**config.mk**
```make
export PLATFORM = sky130hd
export DESIGN_NAME = indexed_array_table_unit_flat
export DESIGN_NICKNAME = d
export VERILOG_FILES = /design/src/hw/rtl/iat_pkg.sv /design/src/hw/rtl/iat_if.sv /design/src/hw/rtl/iat_datapath.sv /design/src/hw/rtl/iat_ctrl.sv /design/src/hw/rtl/indexed_array_table_unit.sv /design/src/flat_wrapper.sv
export SDC_FILE = /design/constraint.sdc
export NUM_CORES = 2
export LEC_CHECK = 0
export BUFFER_PORTS_ARGS = -buffer_cell sky130_fd_sc_hd__buf_4
export CAP_MARGIN = 20
export CORE_AREA = 2 2 534 536
export DETAILED_ROUTE_END_ITERATION = 16
export DIE_AREA = 0 0 536 538
export PLACE_DENSITY_LB_ADDON = 0.12
export SLEW_MARGIN = 20
export SYNTH_ARGS = -nofsm -noshare
export SYNTH_HDL_FRONTEND = slang
export SYNTH_SLANG_ARGS = --single-unit
export TNS_END_PERCENT = 1
```
**constraint.sdc**
```tcl
create_clock -name i_clk -period 4.7 [get_ports i_clk]
set_input_delay 0.705 -clock i_clk [delete_from_list [all_inputs] [get_ports i_clk]]
set_output_delay 0.705 -clock i_clk [all_outputs]
set_load 0.05 [all_outputs]
```
**src/hw/rtl/iat_pkg.sv**
```systemverilog
// Shared types and codes for the indexed array table.
`default_nettype none

package iat_pkg;

    typedef enum logic [2:0] {
        FN_INS_AT    = 3'd0,
        FN_INS_FRONT = 3'd1,
        FN_INS_BACK  = 3'd2,
        FN_DEL_AT    = 3'd3,
        FN_READ      = 3'd4,
        FN_FIND      = 3'd5,
        FN_SET_LEN   = 3'd6,
        FN_NOP       = 3'd7
    } t_func;

    typedef enum logic [2:0] {
        ST_OK       = 3'd0,
        ST_BADPOS   = 3'd1,
        ST_FULL     = 3'd2,
        ST_RANGE    = 3'd3,
        ST_EMPTY    = 3'd4,
        ST_NOTFOUND = 3'd5
    } t_status;

    typedef enum logic {
        REG_MIN_VALUE = 1'b0,
        REG_MAX_VALUE = 1'b1
    } t_reg_idx;

    typedef enum logic [1:0] {
        S_IDLE,
        S_CHECK,
        S_RUN,
        S_DONE
    } t_state;

    typedef struct packed {
        logic capture;
        logic start;
        logic step;
        logic load_out;
    } t_dp_cmd;

    typedef struct packed {
        logic run;
        logic done;
    } t_dp_sts;

endpackage

`default_nettype wire

```
**src/hw/rtl/iat_if.sv**
```systemverilog
// Request, response and configuration channel interfaces.
`default_nettype none

interface iat_req_if;
    logic               valid;
    logic               ready;
    logic [2:0]         func;
    logic [6:0]         position;
    logic signed [31:0] value;

    modport source(output valid, output func, output position, output value, input ready);
    modport sink(input valid, input func, input position, input value, output ready);
endinterface

interface iat_rsp_if;
    logic               valid;
    logic               ready;
    logic [2:0]         status;
    logic signed [31:0] read_data;
    logic [5:0]         found_index;
    logic [6:0]         length_now;

    modport source(output valid, output status, output read_data, output found_index,
                   output length_now, input ready);
    modport sink(input valid, input status, input read_data, input found_index,
                 input length_now, output ready);
endinterface

interface iat_cfg_if;
    logic               valid;
    logic               ready;
    logic               index;
    logic [31:0]        data;

    modport source(output valid, output index, output data, input ready);
    modport sink(input valid, input index, input data, output ready);
endinterface

`default_nettype wire

```
**src/hw/rtl/iat_datapath.sv**
```systemverilog
// Datapath: entry memory, length, limits, sweep counter and result registers.
`default_nettype none

module iat_datapath #(
    parameter int DEPTH = 64
) (
    input  wire logic               i_clk,
    input  wire logic               i_rst_n,
    input  wire iat_pkg::t_dp_cmd   i_cmd,
    output iat_pkg::t_dp_sts        o_sts,
    input  wire logic [2:0]         i_func,
    input  wire logic [6:0]         i_position,
    input  wire logic signed [31:0] i_value,
    input  wire logic               i_cfg_we,
    input  wire logic               i_cfg_index,
    input  wire logic [31:0]        i_cfg_data,
    output logic [2:0]              o_status,
    output logic signed [31:0]      o_read_data,
    output logic [5:0]              o_found_index,
    output logic [6:0]              o_length_now
);

    localparam int AW = $clog2(DEPTH);
    localparam int LW = $clog2(DEPTH + 1);
    localparam int CW = (LW > 7) ? LW : 7;
    localparam logic [CW-1:0] DEPTH_C = CW'(DEPTH);

    logic [31:0] mem [DEPTH];

    iat_pkg::t_func     r_func;
    logic [6:0]         r_pos;
    logic signed [31:0] r_val;
    logic signed [31:0] r_min, n_min;
    logic signed [31:0] r_max, n_max;
    logic [LW-1:0]      r_len, n_len;
    logic [LW-1:0]      r_idx, n_idx;
    logic [LW-1:0]      r_tgt, n_tgt;
    logic               r_pend, n_pend;
    logic [AW-1:0]      r_wr_addr, n_wr_addr;
    logic [31:0]        r_rd_data;
    iat_pkg::t_status   r_status, n_status;
    logic [31:0]        r_rdata, n_rdata;
    logic [5:0]         r_fidx, n_fidx;
    iat_pkg::t_status   r_o_status;
    logic [31:0]        r_o_rdata;
    logic [5:0]         r_o_fidx;
    logic [6:0]         r_o_len;

    logic [CW-1:0]      pos_c, len_c;
    logic               val_ok, full;
    iat_pkg::t_status   chk_status;
    logic               run;
    logic [LW-1:0]      tgt_c;
    logic [LW-1:0]      idx_inc, idx_dec;
    logic               hit, done;
    logic               mem_we, mem_re;
    logic [AW-1:0]      mem_wa, mem_ra;
    logic [31:0]        mem_wd;

    assign pos_c   = CW'(r_pos);
    assign len_c   = CW'(r_len);
    assign val_ok  = (r_val >= r_min) && (r_val <= r_max);
    assign full    = (len_c == DEPTH_C);
    assign idx_inc = r_idx + LW'(1);
    assign idx_dec = r_idx - LW'(1);
    assign hit     = r_pend && (r_rd_data == r_val);

    always_comb begin
        chk_status = iat_pkg::ST_OK;
        run        = 1'b0;
        tgt_c      = LW'(r_pos);
        case (r_func)
            iat_pkg::FN_INS_AT: begin
                if (pos_c > len_c) chk_status = iat_pkg::ST_BADPOS;
                else if (full) chk_status = iat_pkg::ST_FULL;
                else if (!val_ok) chk_status = iat_pkg::ST_RANGE;
                run = 1'b1;
            end
            iat_pkg::FN_INS_FRONT, iat_pkg::FN_INS_BACK: begin
                if (!val_ok) chk_status = iat_pkg::ST_RANGE;
                else if (full) chk_status = iat_pkg::ST_FULL;
                run   = 1'b1;
                tgt_c = (r_func == iat_pkg::FN_INS_FRONT) ? '0 : r_len;
            end
            iat_pkg::FN_DEL_AT: begin
                if (pos_c >= len_c) chk_status = iat_pkg::ST_BADPOS;
                run = 1'b1;
            end
            iat_pkg::FN_READ: begin
                if (r_len == '0) chk_status = iat_pkg::ST_EMPTY;
                else if (pos_c >= len_c) chk_status = iat_pkg::ST_BADPOS;
                run = 1'b1;
            end
            iat_pkg::FN_FIND: begin
                if (!val_ok) chk_status = iat_pkg::ST_RANGE;
                run = 1'b1;
            end
            iat_pkg::FN_SET_LEN: begin
                if (pos_c > DEPTH_C) chk_status = iat_pkg::ST_BADPOS;
                run = (pos_c > len_c);
            end
            default: begin
                run = 1'b0;
            end
        endcase
    end

    assign o_sts.run  = run && (chk_status == iat_pkg::ST_OK);
    assign o_sts.done = done;

    always_comb begin
        n_min     = r_min;
        n_max     = r_max;
        n_len     = r_len;
        n_idx     = r_idx;
        n_tgt     = r_tgt;
        n_pend    = r_pend;
        n_wr_addr = r_wr_addr;
        n_status  = r_status;
        n_rdata   = r_rdata;
        n_fidx    = r_fidx;
        mem_we    = 1'b0;
        mem_wa    = '0;
        mem_wd    = '0;
        mem_re    = 1'b0;
        mem_ra    = '0;
        done      = 1'b0;

        if (i_cfg_we) begin
            case (iat_pkg::t_reg_idx'(i_cfg_index))
                iat_pkg::REG_MIN_VALUE: n_min = i_cfg_data;
                iat_pkg::REG_MAX_VALUE: n_max = i_cfg_data;
                default: n_min = r_min;
            endcase
        end

        case (r_func)
            iat_pkg::FN_INS_AT, iat_pkg::FN_INS_FRONT, iat_pkg::FN_INS_BACK: begin
                if (r_pend) begin
                    mem_we = 1'b1;
                    mem_wa = r_wr_addr;
                    mem_wd = r_rd_data;
                end else if (r_idx == r_tgt) begin
                    mem_we = 1'b1;
                    mem_wa = r_tgt[AW-1:0];
                    mem_wd = r_val;
                    n_len  = r_len + LW'(1);
                    done   = 1'b1;
                end
                if (r_idx != r_tgt) begin
                    mem_re    = 1'b1;
                    mem_ra    = idx_dec[AW-1:0];
                    n_pend    = 1'b1;
                    n_wr_addr = r_idx[AW-1:0];
                    n_idx     = idx_dec;
                end else begin
                    n_pend = 1'b0;
                end
            end
            iat_pkg::FN_DEL_AT: begin
                if (r_pend) begin
                    mem_we = 1'b1;
                    mem_wa = r_wr_addr;
                    mem_wd = r_rd_data;
                end
                if (idx_inc < r_len) begin
                    mem_re    = 1'b1;
                    mem_ra    = idx_inc[AW-1:0];
                    n_pend    = 1'b1;
                    n_wr_addr = r_idx[AW-1:0];
                    n_idx     = idx_inc;
                end else begin
                    n_pend = 1'b0;
                    if (!r_pend) begin
                        n_len = r_len - LW'(1);
                        done  = 1'b1;
                    end
                end
            end
            iat_pkg::FN_READ: begin
                if (!r_pend) begin
                    mem_re = 1'b1;
                    mem_ra = r_tgt[AW-1:0];
                    n_pend = 1'b1;
                end else begin
                    n_rdata = r_rd_data;
                    done    = 1'b1;
                end
            end
            iat_pkg::FN_FIND: begin
                if (r_idx < r_len) begin
                    mem_re    = 1'b1;
                    mem_ra    = r_idx[AW-1:0];
                    n_pend    = 1'b1;
                    n_wr_addr = r_idx[AW-1:0];
                    n_idx     = idx_inc;
                end else begin
                    n_pend = 1'b0;
                end
                if (hit) begin
                    n_status = iat_pkg::ST_OK;
                    n_fidx   = 6'(r_wr_addr);
                    done     = 1'b1;
                end else if (!r_pend && (r_idx >= r_len)) begin
                    done = 1'b1;
                end
            end
            iat_pkg::FN_SET_LEN: begin
                if (r_idx < r_tgt) begin
                    mem_we = 1'b1;
                    mem_wa = r_idx[AW-1:0];
                    mem_wd = '0;
                    n_idx  = idx_inc;
                end else begin
                    n_len = r_tgt;
                    done  = 1'b1;
                end
            end
            default: begin
                done = 1'b1;
            end
        endcase

        if (!i_cmd.step) begin
            n_len     = r_len;
            n_idx     = r_idx;
            n_pend    = r_pend;
            n_wr_addr = r_wr_addr;
            n_status  = r_status;
            n_rdata   = r_rdata;
            n_fidx    = r_fidx;
            mem_we    = 1'b0;
            mem_re    = 1'b0;
        end

        if (i_cmd.start) begin
            n_status = ((r_func == iat_pkg::FN_FIND) && (chk_status == iat_pkg::ST_OK))
                       ? iat_pkg::ST_NOTFOUND : chk_status;
            n_rdata  = '0;
            n_fidx   = '0;
            n_pend   = 1'b0;
            n_tgt    = tgt_c;
            if (r_func == iat_pkg::FN_DEL_AT) n_idx = tgt_c;
            else if (r_func == iat_pkg::FN_FIND) n_idx = '0;
            else n_idx = r_len;
            if ((r_func == iat_pkg::FN_SET_LEN) && (chk_status == iat_pkg::ST_OK) &&
                (pos_c <= len_c)) begin
                n_len = tgt_c;
            end
        end
    end

    always_ff @(posedge i_clk) begin
        if (!i_rst_n) begin
            r_min  <= 32'sh8000_0000;
            r_max  <= 32'sh7FFF_FFFF;
            r_len  <= '0;
            r_pend <= 1'b0;
        end else begin
            r_min  <= n_min;
            r_max  <= n_max;
            r_len  <= n_len;
            r_pend <= n_pend;
        end
    end

    always_ff @(posedge i_clk) begin
        r_idx     <= n_idx;
        r_tgt     <= n_tgt;
        r_wr_addr <= n_wr_addr;
        r_status  <= n_status;
        r_rdata   <= n_rdata;
        r_fidx    <= n_fidx;
        if (i_cmd.capture) begin
            r_func <= iat_pkg::t_func'(i_func);
            r_pos  <= i_position;
            r_val  <= i_value;
        end
        if (i_cmd.load_out) begin
            r_o_status <= r_status;
            r_o_rdata  <= r_rdata;
            r_o_fidx   <= r_fidx;
            r_o_len    <= 7'(r_len);
        end
    end

    always_ff @(posedge i_clk) begin
        if (mem_we) begin
            mem[mem_wa] <= mem_wd;
        end
        if (mem_re) begin
            r_rd_data <= mem[mem_ra];
        end
    end

    assign o_status      = r_o_status;
    assign o_read_data   = r_o_rdata;
    assign o_found_index = r_o_fidx;
    assign o_length_now  = r_o_len;

endmodule

`default_nettype wire

```
**src/hw/rtl/iat_ctrl.sv**
```systemverilog
// Controller: sequences request capture, check, memory sweep and response load.
`default_nettype none

module iat_ctrl (
    input  wire logic             i_clk,
    input  wire logic             i_rst_n,
    input  wire logic             i_req_valid,
    output logic                  o_req_ready,
    input  wire logic             i_rsp_ready,
    output logic                  o_rsp_valid,
    output iat_pkg::t_dp_cmd      o_cmd,
    input  wire iat_pkg::t_dp_sts i_sts
);

    iat_pkg::t_state r_state, n_state;
    logic            r_rsp_valid, n_rsp_valid;
    logic            slot_free;

    assign slot_free = !r_rsp_valid || i_rsp_ready;

    always_comb begin
        n_state = r_state;
        case (r_state)
            iat_pkg::S_IDLE: begin
                if (i_req_valid) n_state = iat_pkg::S_CHECK;
            end
            iat_pkg::S_CHECK: begin
                n_state = i_sts.run ? iat_pkg::S_RUN : iat_pkg::S_DONE;
            end
            iat_pkg::S_RUN: begin
                if (i_sts.done) n_state = iat_pkg::S_DONE;
            end
            iat_pkg::S_DONE: begin
                if (slot_free) n_state = iat_pkg::S_IDLE;
            end
            default: begin
                n_state = iat_pkg::S_IDLE;
            end
        endcase
    end

    always_comb begin
        o_req_ready    = 1'b0;
        o_cmd.capture  = 1'b0;
        o_cmd.start    = 1'b0;
        o_cmd.step     = 1'b0;
        o_cmd.load_out = 1'b0;
        case (r_state)
            iat_pkg::S_IDLE: begin
                o_req_ready   = i_rst_n;
                o_cmd.capture = i_req_valid && i_rst_n;
            end
            iat_pkg::S_CHECK: begin
                o_cmd.start = 1'b1;
            end
            iat_pkg::S_RUN: begin
                o_cmd.step = 1'b1;
            end
            iat_pkg::S_DONE: begin
                o_cmd.load_out = slot_free;
            end
            default: begin
                o_req_ready = 1'b0;
            end
        endcase
    end

    always_comb begin
        n_rsp_valid = r_rsp_valid;
        if (o_cmd.load_out) n_rsp_valid = 1'b1;
        else if (i_rsp_ready) n_rsp_valid = 1'b0;
    end

    always_ff @(posedge i_clk) begin
        if (!i_rst_n) begin
            r_state     <= iat_pkg::S_IDLE;
            r_rsp_valid <= 1'b0;
        end else begin
            r_state     <= n_state;
            r_rsp_valid <= n_rsp_valid;
        end
    end

    assign o_rsp_valid = r_rsp_valid;

endmodule

`default_nettype wire

```
**src/hw/rtl/indexed_array_table_unit.sv**
```systemverilog
// Top level of the indexed array table: ordered array with insert, delete, read and find.
//
// Channels: i_req takes one request (func, position, value); o_rsp returns exactly one
// response (status, read_data, found_index, length_now) per request, in order; i_cfg
// writes min_value (index 0) or max_value (index 1) and is ready whenever reset is
// released. Write it only while no request is in flight.
// Steps: a check state, a run phase over the entry memory, and a load of the
// response register. The memory has one read and one write port; it moves, scans or
// clears one entry per cycle. Errors, shrinking the length and unused codes skip the
// run phase. One request is processed at a time; the next one is taken the cycle
// after the response register loads, even while that response waits on a stalled
// receiver; a stall holds the response and blocks only the load of the following one.
// Reset clears the length to zero, sets the limits to the full signed range, drops
// any pending response and holds both input channels not ready; entry contents are
// not cleared.
`default_nettype none

module indexed_array_table_unit #(
    parameter int DEPTH = 64
) (
    input  wire logic  i_clk,
    input  wire logic  i_rst_n,
    iat_req_if.sink    i_req,
    iat_rsp_if.source  o_rsp,
    iat_cfg_if.sink    i_cfg
);

    iat_pkg::t_dp_cmd cmd;
    iat_pkg::t_dp_sts sts;

    assign i_cfg.ready = i_rst_n;

    iat_ctrl u_ctrl (
        .i_clk       (i_clk),
        .i_rst_n     (i_rst_n),
        .i_req_valid (i_req.valid),
        .o_req_ready (i_req.ready),
        .i_rsp_ready (o_rsp.ready),
        .o_rsp_valid (o_rsp.valid),
        .o_cmd       (cmd),
        .i_sts       (sts)
    );

    iat_datapath #(
        .DEPTH (DEPTH)
    ) u_datapath (
        .i_clk         (i_clk),
        .i_rst_n       (i_rst_n),
        .i_cmd         (cmd),
        .o_sts         (sts),
        .i_func        (i_req.func),
        .i_position    (i_req.position),
        .i_value       (i_req.value),
        .i_cfg_we      (i_cfg.valid),
        .i_cfg_index   (i_cfg.index),
        .i_cfg_data    (i_cfg.data),
        .o_status      (o_rsp.status),
        .o_read_data   (o_rsp.read_data),
        .o_found_index (o_rsp.found_index),
        .o_length_now  (o_rsp.length_now)
    );

endmodule

`default_nettype wire

```
**src/flat_wrapper.sv**
```systemverilog
// flat-port wrapper written by rule: the top's interface ports become plain ports
module indexed_array_table_unit_flat 
#(
    parameter int DEPTH = 64
)
  (i_clk, i_rst_n, i_req_valid, i_req_func, i_req_position, i_req_value, i_req_ready, o_rsp_valid, o_rsp_status, o_rsp_read_data, o_rsp_found_index, o_rsp_length_now, o_rsp_ready, i_cfg_valid, i_cfg_index, i_cfg_data, i_cfg_ready);
  iat_req_if i_req_i ();
  iat_rsp_if o_rsp_i ();
  iat_cfg_if i_cfg_i ();
  input  wire logic i_clk;
  input  wire logic i_rst_n;
  input wire logic [$bits(i_req_i.valid)-1:0] i_req_valid;
  input wire logic [$bits(i_req_i.func)-1:0] i_req_func;
  input wire logic [$bits(i_req_i.position)-1:0] i_req_position;
  input wire logic [$bits(i_req_i.value)-1:0] i_req_value;
  output wire logic [$bits(i_req_i.ready)-1:0] i_req_ready;
  output wire logic [$bits(o_rsp_i.valid)-1:0] o_rsp_valid;
  output wire logic [$bits(o_rsp_i.status)-1:0] o_rsp_status;
  output wire logic [$bits(o_rsp_i.read_data)-1:0] o_rsp_read_data;
  output wire logic [$bits(o_rsp_i.found_index)-1:0] o_rsp_found_index;
  output wire logic [$bits(o_rsp_i.length_now)-1:0] o_rsp_length_now;
  input wire logic [$bits(o_rsp_i.ready)-1:0] o_rsp_ready;
  input wire logic [$bits(i_cfg_i.valid)-1:0] i_cfg_valid;
  input wire logic [$bits(i_cfg_i.index)-1:0] i_cfg_index;
  input wire logic [$bits(i_cfg_i.data)-1:0] i_cfg_data;
  output wire logic [$bits(i_cfg_i.ready)-1:0] i_cfg_ready;
  assign i_req_i.valid = i_req_valid;
  assign i_req_i.func = i_req_func;
  assign i_req_i.position = i_req_position;
  assign i_req_i.value = i_req_value;
  assign i_req_ready = i_req_i.ready;
  assign o_rsp_valid = o_rsp_i.valid;
  assign o_rsp_status = o_rsp_i.status;
  assign o_rsp_read_data = o_rsp_i.read_data;
  assign o_rsp_found_index = o_rsp_i.found_index;
  assign o_rsp_length_now = o_rsp_i.length_now;
  assign o_rsp_i.ready = o_rsp_ready;
  assign i_cfg_i.valid = i_cfg_valid;
  assign i_cfg_i.index = i_cfg_index;
  assign i_cfg_i.data = i_cfg_data;
  assign i_cfg_ready = i_cfg_i.ready;
  indexed_array_table_unit #(.DEPTH(DEPTH)) u_core (.i_clk(i_clk), .i_rst_n(i_rst_n), .i_req(i_req_i), .o_rsp(o_rsp_i), .i_cfg(i_cfg_i));
endmodule
```
==> results.md <==
* Outcome: finished clean
* FP Rows at 196
* CP arrival at 5.14 ns
* Final hold vios at 0
* Largest family of logic cells by synthesized area: simple AND/OR/NAND/NOR gates
* Global-route wire length before repair at 456.5 mm
* Die X at 536 um
* Mean Syn Cell Area at 13.96 sq um
* Vias per cell at 5.315
* DR pass1 iterations at 6
* Setup ws final at 0.1299 ns
* WL met1 at 142.6 mm
* Post-synth EDFFs at 2193
* H-tree Lvls at 5
* Cell mode on critical path: buf_4
* Final Net Count at 7567
* Ports at 131
* DP HPWL at 207.6 mm
* Final core occ at 40.19%
* Peak Freq at 218.8 MHz
* Area grow syn2layout at 22.53%
* Critical path depth at 17
* Worst hold slack at 0.07562 ns
* Starting DRT DRC Count at 5576
* Critical path buffer and inverter count at 7
* Post-route insts no fill at 11340
* Mapped Nets at 6835
* Rel. slew slack at 16.43%
* Critical path endpoint: u_core.u_datapath.r_rd_data[29]
* Crit Reg-Reg Endpoint: u_core.u_datapath.r_rd_data[29]
* Fin Setup TNS at 0 ns
* Final wirelength at 325.0 mm
* Synth top area cells: edfxtp_1 (71%), nand2_1 (5.9%), dfxtp_1 (2.4%)
* Max_cap viols at 0
* Sw Share at 35.89%
* Setup WS pre-CTS at -0.2738 ns
* DR vias at 60290
* Worst setup startpoint: u_core.u_datapath.r_idx[0]
* DR WL met2 at 154.7 mm
* Core ar. at 0.2832 sq mm
* Per-cell routed wire length at 28.65 um
* Synth Area in Simple Gates at 10.98%
* Initial Util at 32.80%
* Hold path startpoint: i_cfg_data[1]
* Distinct cells, synth at 80
* Unrepaired setup endpoints after global routing: yes
* Reg2Reg Setup Slack at 0.13 ns
* Clock latency at the later pin of the worst-skew pair at 0.89 ns
* Comb power frac at 37.4%
* Placed insts at 10820
* Worst Hold Class: primary input to flop
* CP top delay family: compound AO/OA/AOI/OAI gates
* Worst Skew at 0.03697 ns
* ANT nets after route at 0
* Final Cycle Share at 97.24%
* Die ar. at 0.2884 sq mm
* Worst-path clk slew at 0.05 ns
* Sequential element share of the synthesized area at 73.32%
* Area leader, netlist: edfxtp_1
* Synth cell count leaders: edfxtp_1 (2193), nand2_1 (1466), a21oi_1 (398)
* Post-synth ARST share at 0%
* Synth Warn # at 0
* Synthesis-stage register bit count at 2306
* Worst-path maximum fanout at 22
* Clock Path Buffers at 4
* GPL Wtd Cong at 0.8578
* Max VDD drop at 0.0003461 V
* GRT overflow at 0
* R2R depth at 17
* XOR/XNOR Fraction of Synth Area at 0.4337%
* Worst endpoint required time at 5.27 ns
* Vias in the first global route at 59370
* CTS sink count at 2306
* Syn Inst Count at 6654
* Worst-path cell chain: buf_4 > inv_1 > buf_4 > ha_1 > nand4_1 > o21ai_1 > buf_4 > and3_1 > a21boi_1 > nor2_4 > buf_4 > buf_4 > buf_4 > nand2_1 > nand3_1 > a311oi_1 > nor4_1
* Top FF cell, synth: edfxtp_1
* Mapped cell area at 0.09291 sq mm
* Critical path class: flop to flop
* Leakage at 38.87 nW
* R2R Path Start: u_core.u_datapath.r_idx[0]
* # DRC at 0
* Layout cells sized above 1 at 18.75%
* Number of antenna violations at the first check in global routing at 13
* CP Capture Type: flop
* Clock power share at 28.9%
* Storage element area at 0.06812 sq mm
* Post-layout minimum cycle time at 4.570 ns
* IO Port Bufs at 130
* Area share of the largest cell type after synthesis at 70.88%
* Most common cell in the netlist: edfxtp_1
* CTS tree: done
* # setup viols final at 0
* Internal Power at 44.80 mW
* GRT Total Usage at 22.09%
* Met3 WL at 19.26 mm
* Slew Limit Fails at 0
* Root Buffer: clkbuf_16
* Footprint of the multi-input gates at 0.02321 sq mm
* Worst-margin pin slew at 1.245 ns
* Fillers at 26150
* Highest routed metal layer: met4
* Worst path slowest cell: a311oi_1
* Mux share of post-synthesis cell area at 3.343%
* Largest net degree at the start of global routing at 65
* Synth Area in Compound Gates at 8.050%
* Worst setup SP type: flop
* Delay of the slowest critical-path stage at 1.04 ns
* Seq pwr share at 33.8%
* Adder-Cell Fraction of Synth Area at 1.360%
* Die height at 538 um
* Inserted Clock Buffers at 267
* Net Switching at 25.08 mW
* Power density of the placed cells at 613.8 mW/mm^2
==> stage by stage <==
stage	cell area, sq um	power, mW
final	113800	69.87
after global routing	113800	73.12
after CTS	113600	70.23
after detailed placement	104800	49.87
after global placement	104800	49.90
after floorplan	92910	37.80
==> registers in the layout (all words and copies together), names as in the netlist, 6 cells and up <==
signal                           count
u_core.u_datapath.o_read_data       32
u_core.u_datapath.r_rd_data         32
u_core.u_datapath.r_fidx             6
u_core.u_datapath.r_val             32
u_core.u_datapath.r_max             32
u_core.u_datapath.pos_c              7
u_core.u_datapath.r_min             32
u_core.u_datapath.o_length_now       7
u_core.u_datapath.r_wr_addr          6
u_core.u_datapath.r_tgt              7
u_core.u_datapath.r_rdata           32
u_core.u_datapath.o_found_index      6
u_core.u_datapath.r_idx              7
u_core.u_datapath.len_c              7
u_core.u_datapath.mem             2048
==> power by group through the flow <==
stage | Combinational, mW | Clock [mW] | Sequential [mW]
6_report | 26.1 | 20.2 | 23.6
4_1_cts | 26.1 | 20.6 | 23.6
3_3_place_gp | 25.9 | 0 | 24.0
5_1_grt | 28.2 | 21.4 | 23.6
2_1_floorplan | 13.8 | 0 | 24.0
3_5_place_dp | 25.9 | 0 | 24.0
==> final cells by class <==
class                   instances  share of cell area (%)
clock inverters               135                   1.068
clock buffers                 326                   6.202
well taps                    3762                   4.135
inverters                      88                  0.2902
repair buffers                871                   8.077
diodes                          3                0.006595
flip-flops and latches       2306                   59.84
multi-input cells            3852                   20.39
==> routing by layer <==
layer | vias to the layer above | GRT usage, %
met5 | - | 0
met4 | 0 | 5.631
met3 | 397 | 3.006
met2 | 1996 | 36.42
met1 | 31200 | 30.70
li1 | 26690 | -
==> layout by cell type (no fill, tap or decap), types with 29 or more instances in the layout <==
cell	n
edfxtp_1	2193
nor2_4	68
nor3_1	29
ha_1	100
clkinv_1	54
nand4_1	33
nand3_1	376
dlygate4sd3_1	43
xnor2_1	37
nor4_1	34
clkinv_2	35
a21boi_0	31
nor2_1	61
buf_12	196
inv_1	88
mux2i_1	137
buf_4	617
a21oi_1	398
nand2_1	1464
a31oi_1	121
o211ai_1	34
o21ai_0	40
a211oi_1	52
clkbuf_1	50
o22ai_1	138
and3_1	145
clkbuf_16	274
a22o_2	32
or4_1	35
mux4_2	77
dfxtp_1	113
a22oi_1	143
a21o_1	30
==> logic make-up (layout without fill, tap and decap cells) <==
| group | Yosys count | count (layout) |
|---|---|---|
| compound gates | 1159 | 1159 |
| fa+ha+maj | 101 | 101 |
| xor+xnor | 46 | 46 |
| simple gates | 2331 | 2332 |
| buf+inv | 497 | 1420 |
| flops | 2306 | 2306 |
| mux | 214 | 214 |
| other cells | 0 | 3 |
==> how the worst min path moves through the flow <==
stage                     cells past startpoint  slack (ns)                             to
final                                         3        0.08     u_core.u_datapath.r_max[1]
after global routing                          3        0.05     u_core.u_datapath.r_max[7]
after CTS                                     3       0.002     u_core.u_datapath.r_max[1]
after detailed placement                      0        0.41  u_core.u_datapath.o_status[1]
after global placement                        0        0.41  u_core.u_datapath.o_status[1]
after floorplan                               0        0.40  u_core.u_datapath.o_status[0]
==> worst register-to-register path: cells and delay by family, from the launching register on <==
kind	cells	cell delay (ns)
compound gates	3	1.62
fa+ha+maj	1	0.28
buf+inv	7	1.20
flops	1	0.36
simple gates	6	0.80
==> what timing repair did <==
item,4_1_cts,5_1_grt
gates cloned,0,2
endpoints found under the setup margin,27,32
gates resized for setup,8,28
pin swaps,1,7
setup buffers,2,7
hold buffers,43,0
endpoints found under the hold margin,43,0
(Power assumes the default switching activity.)
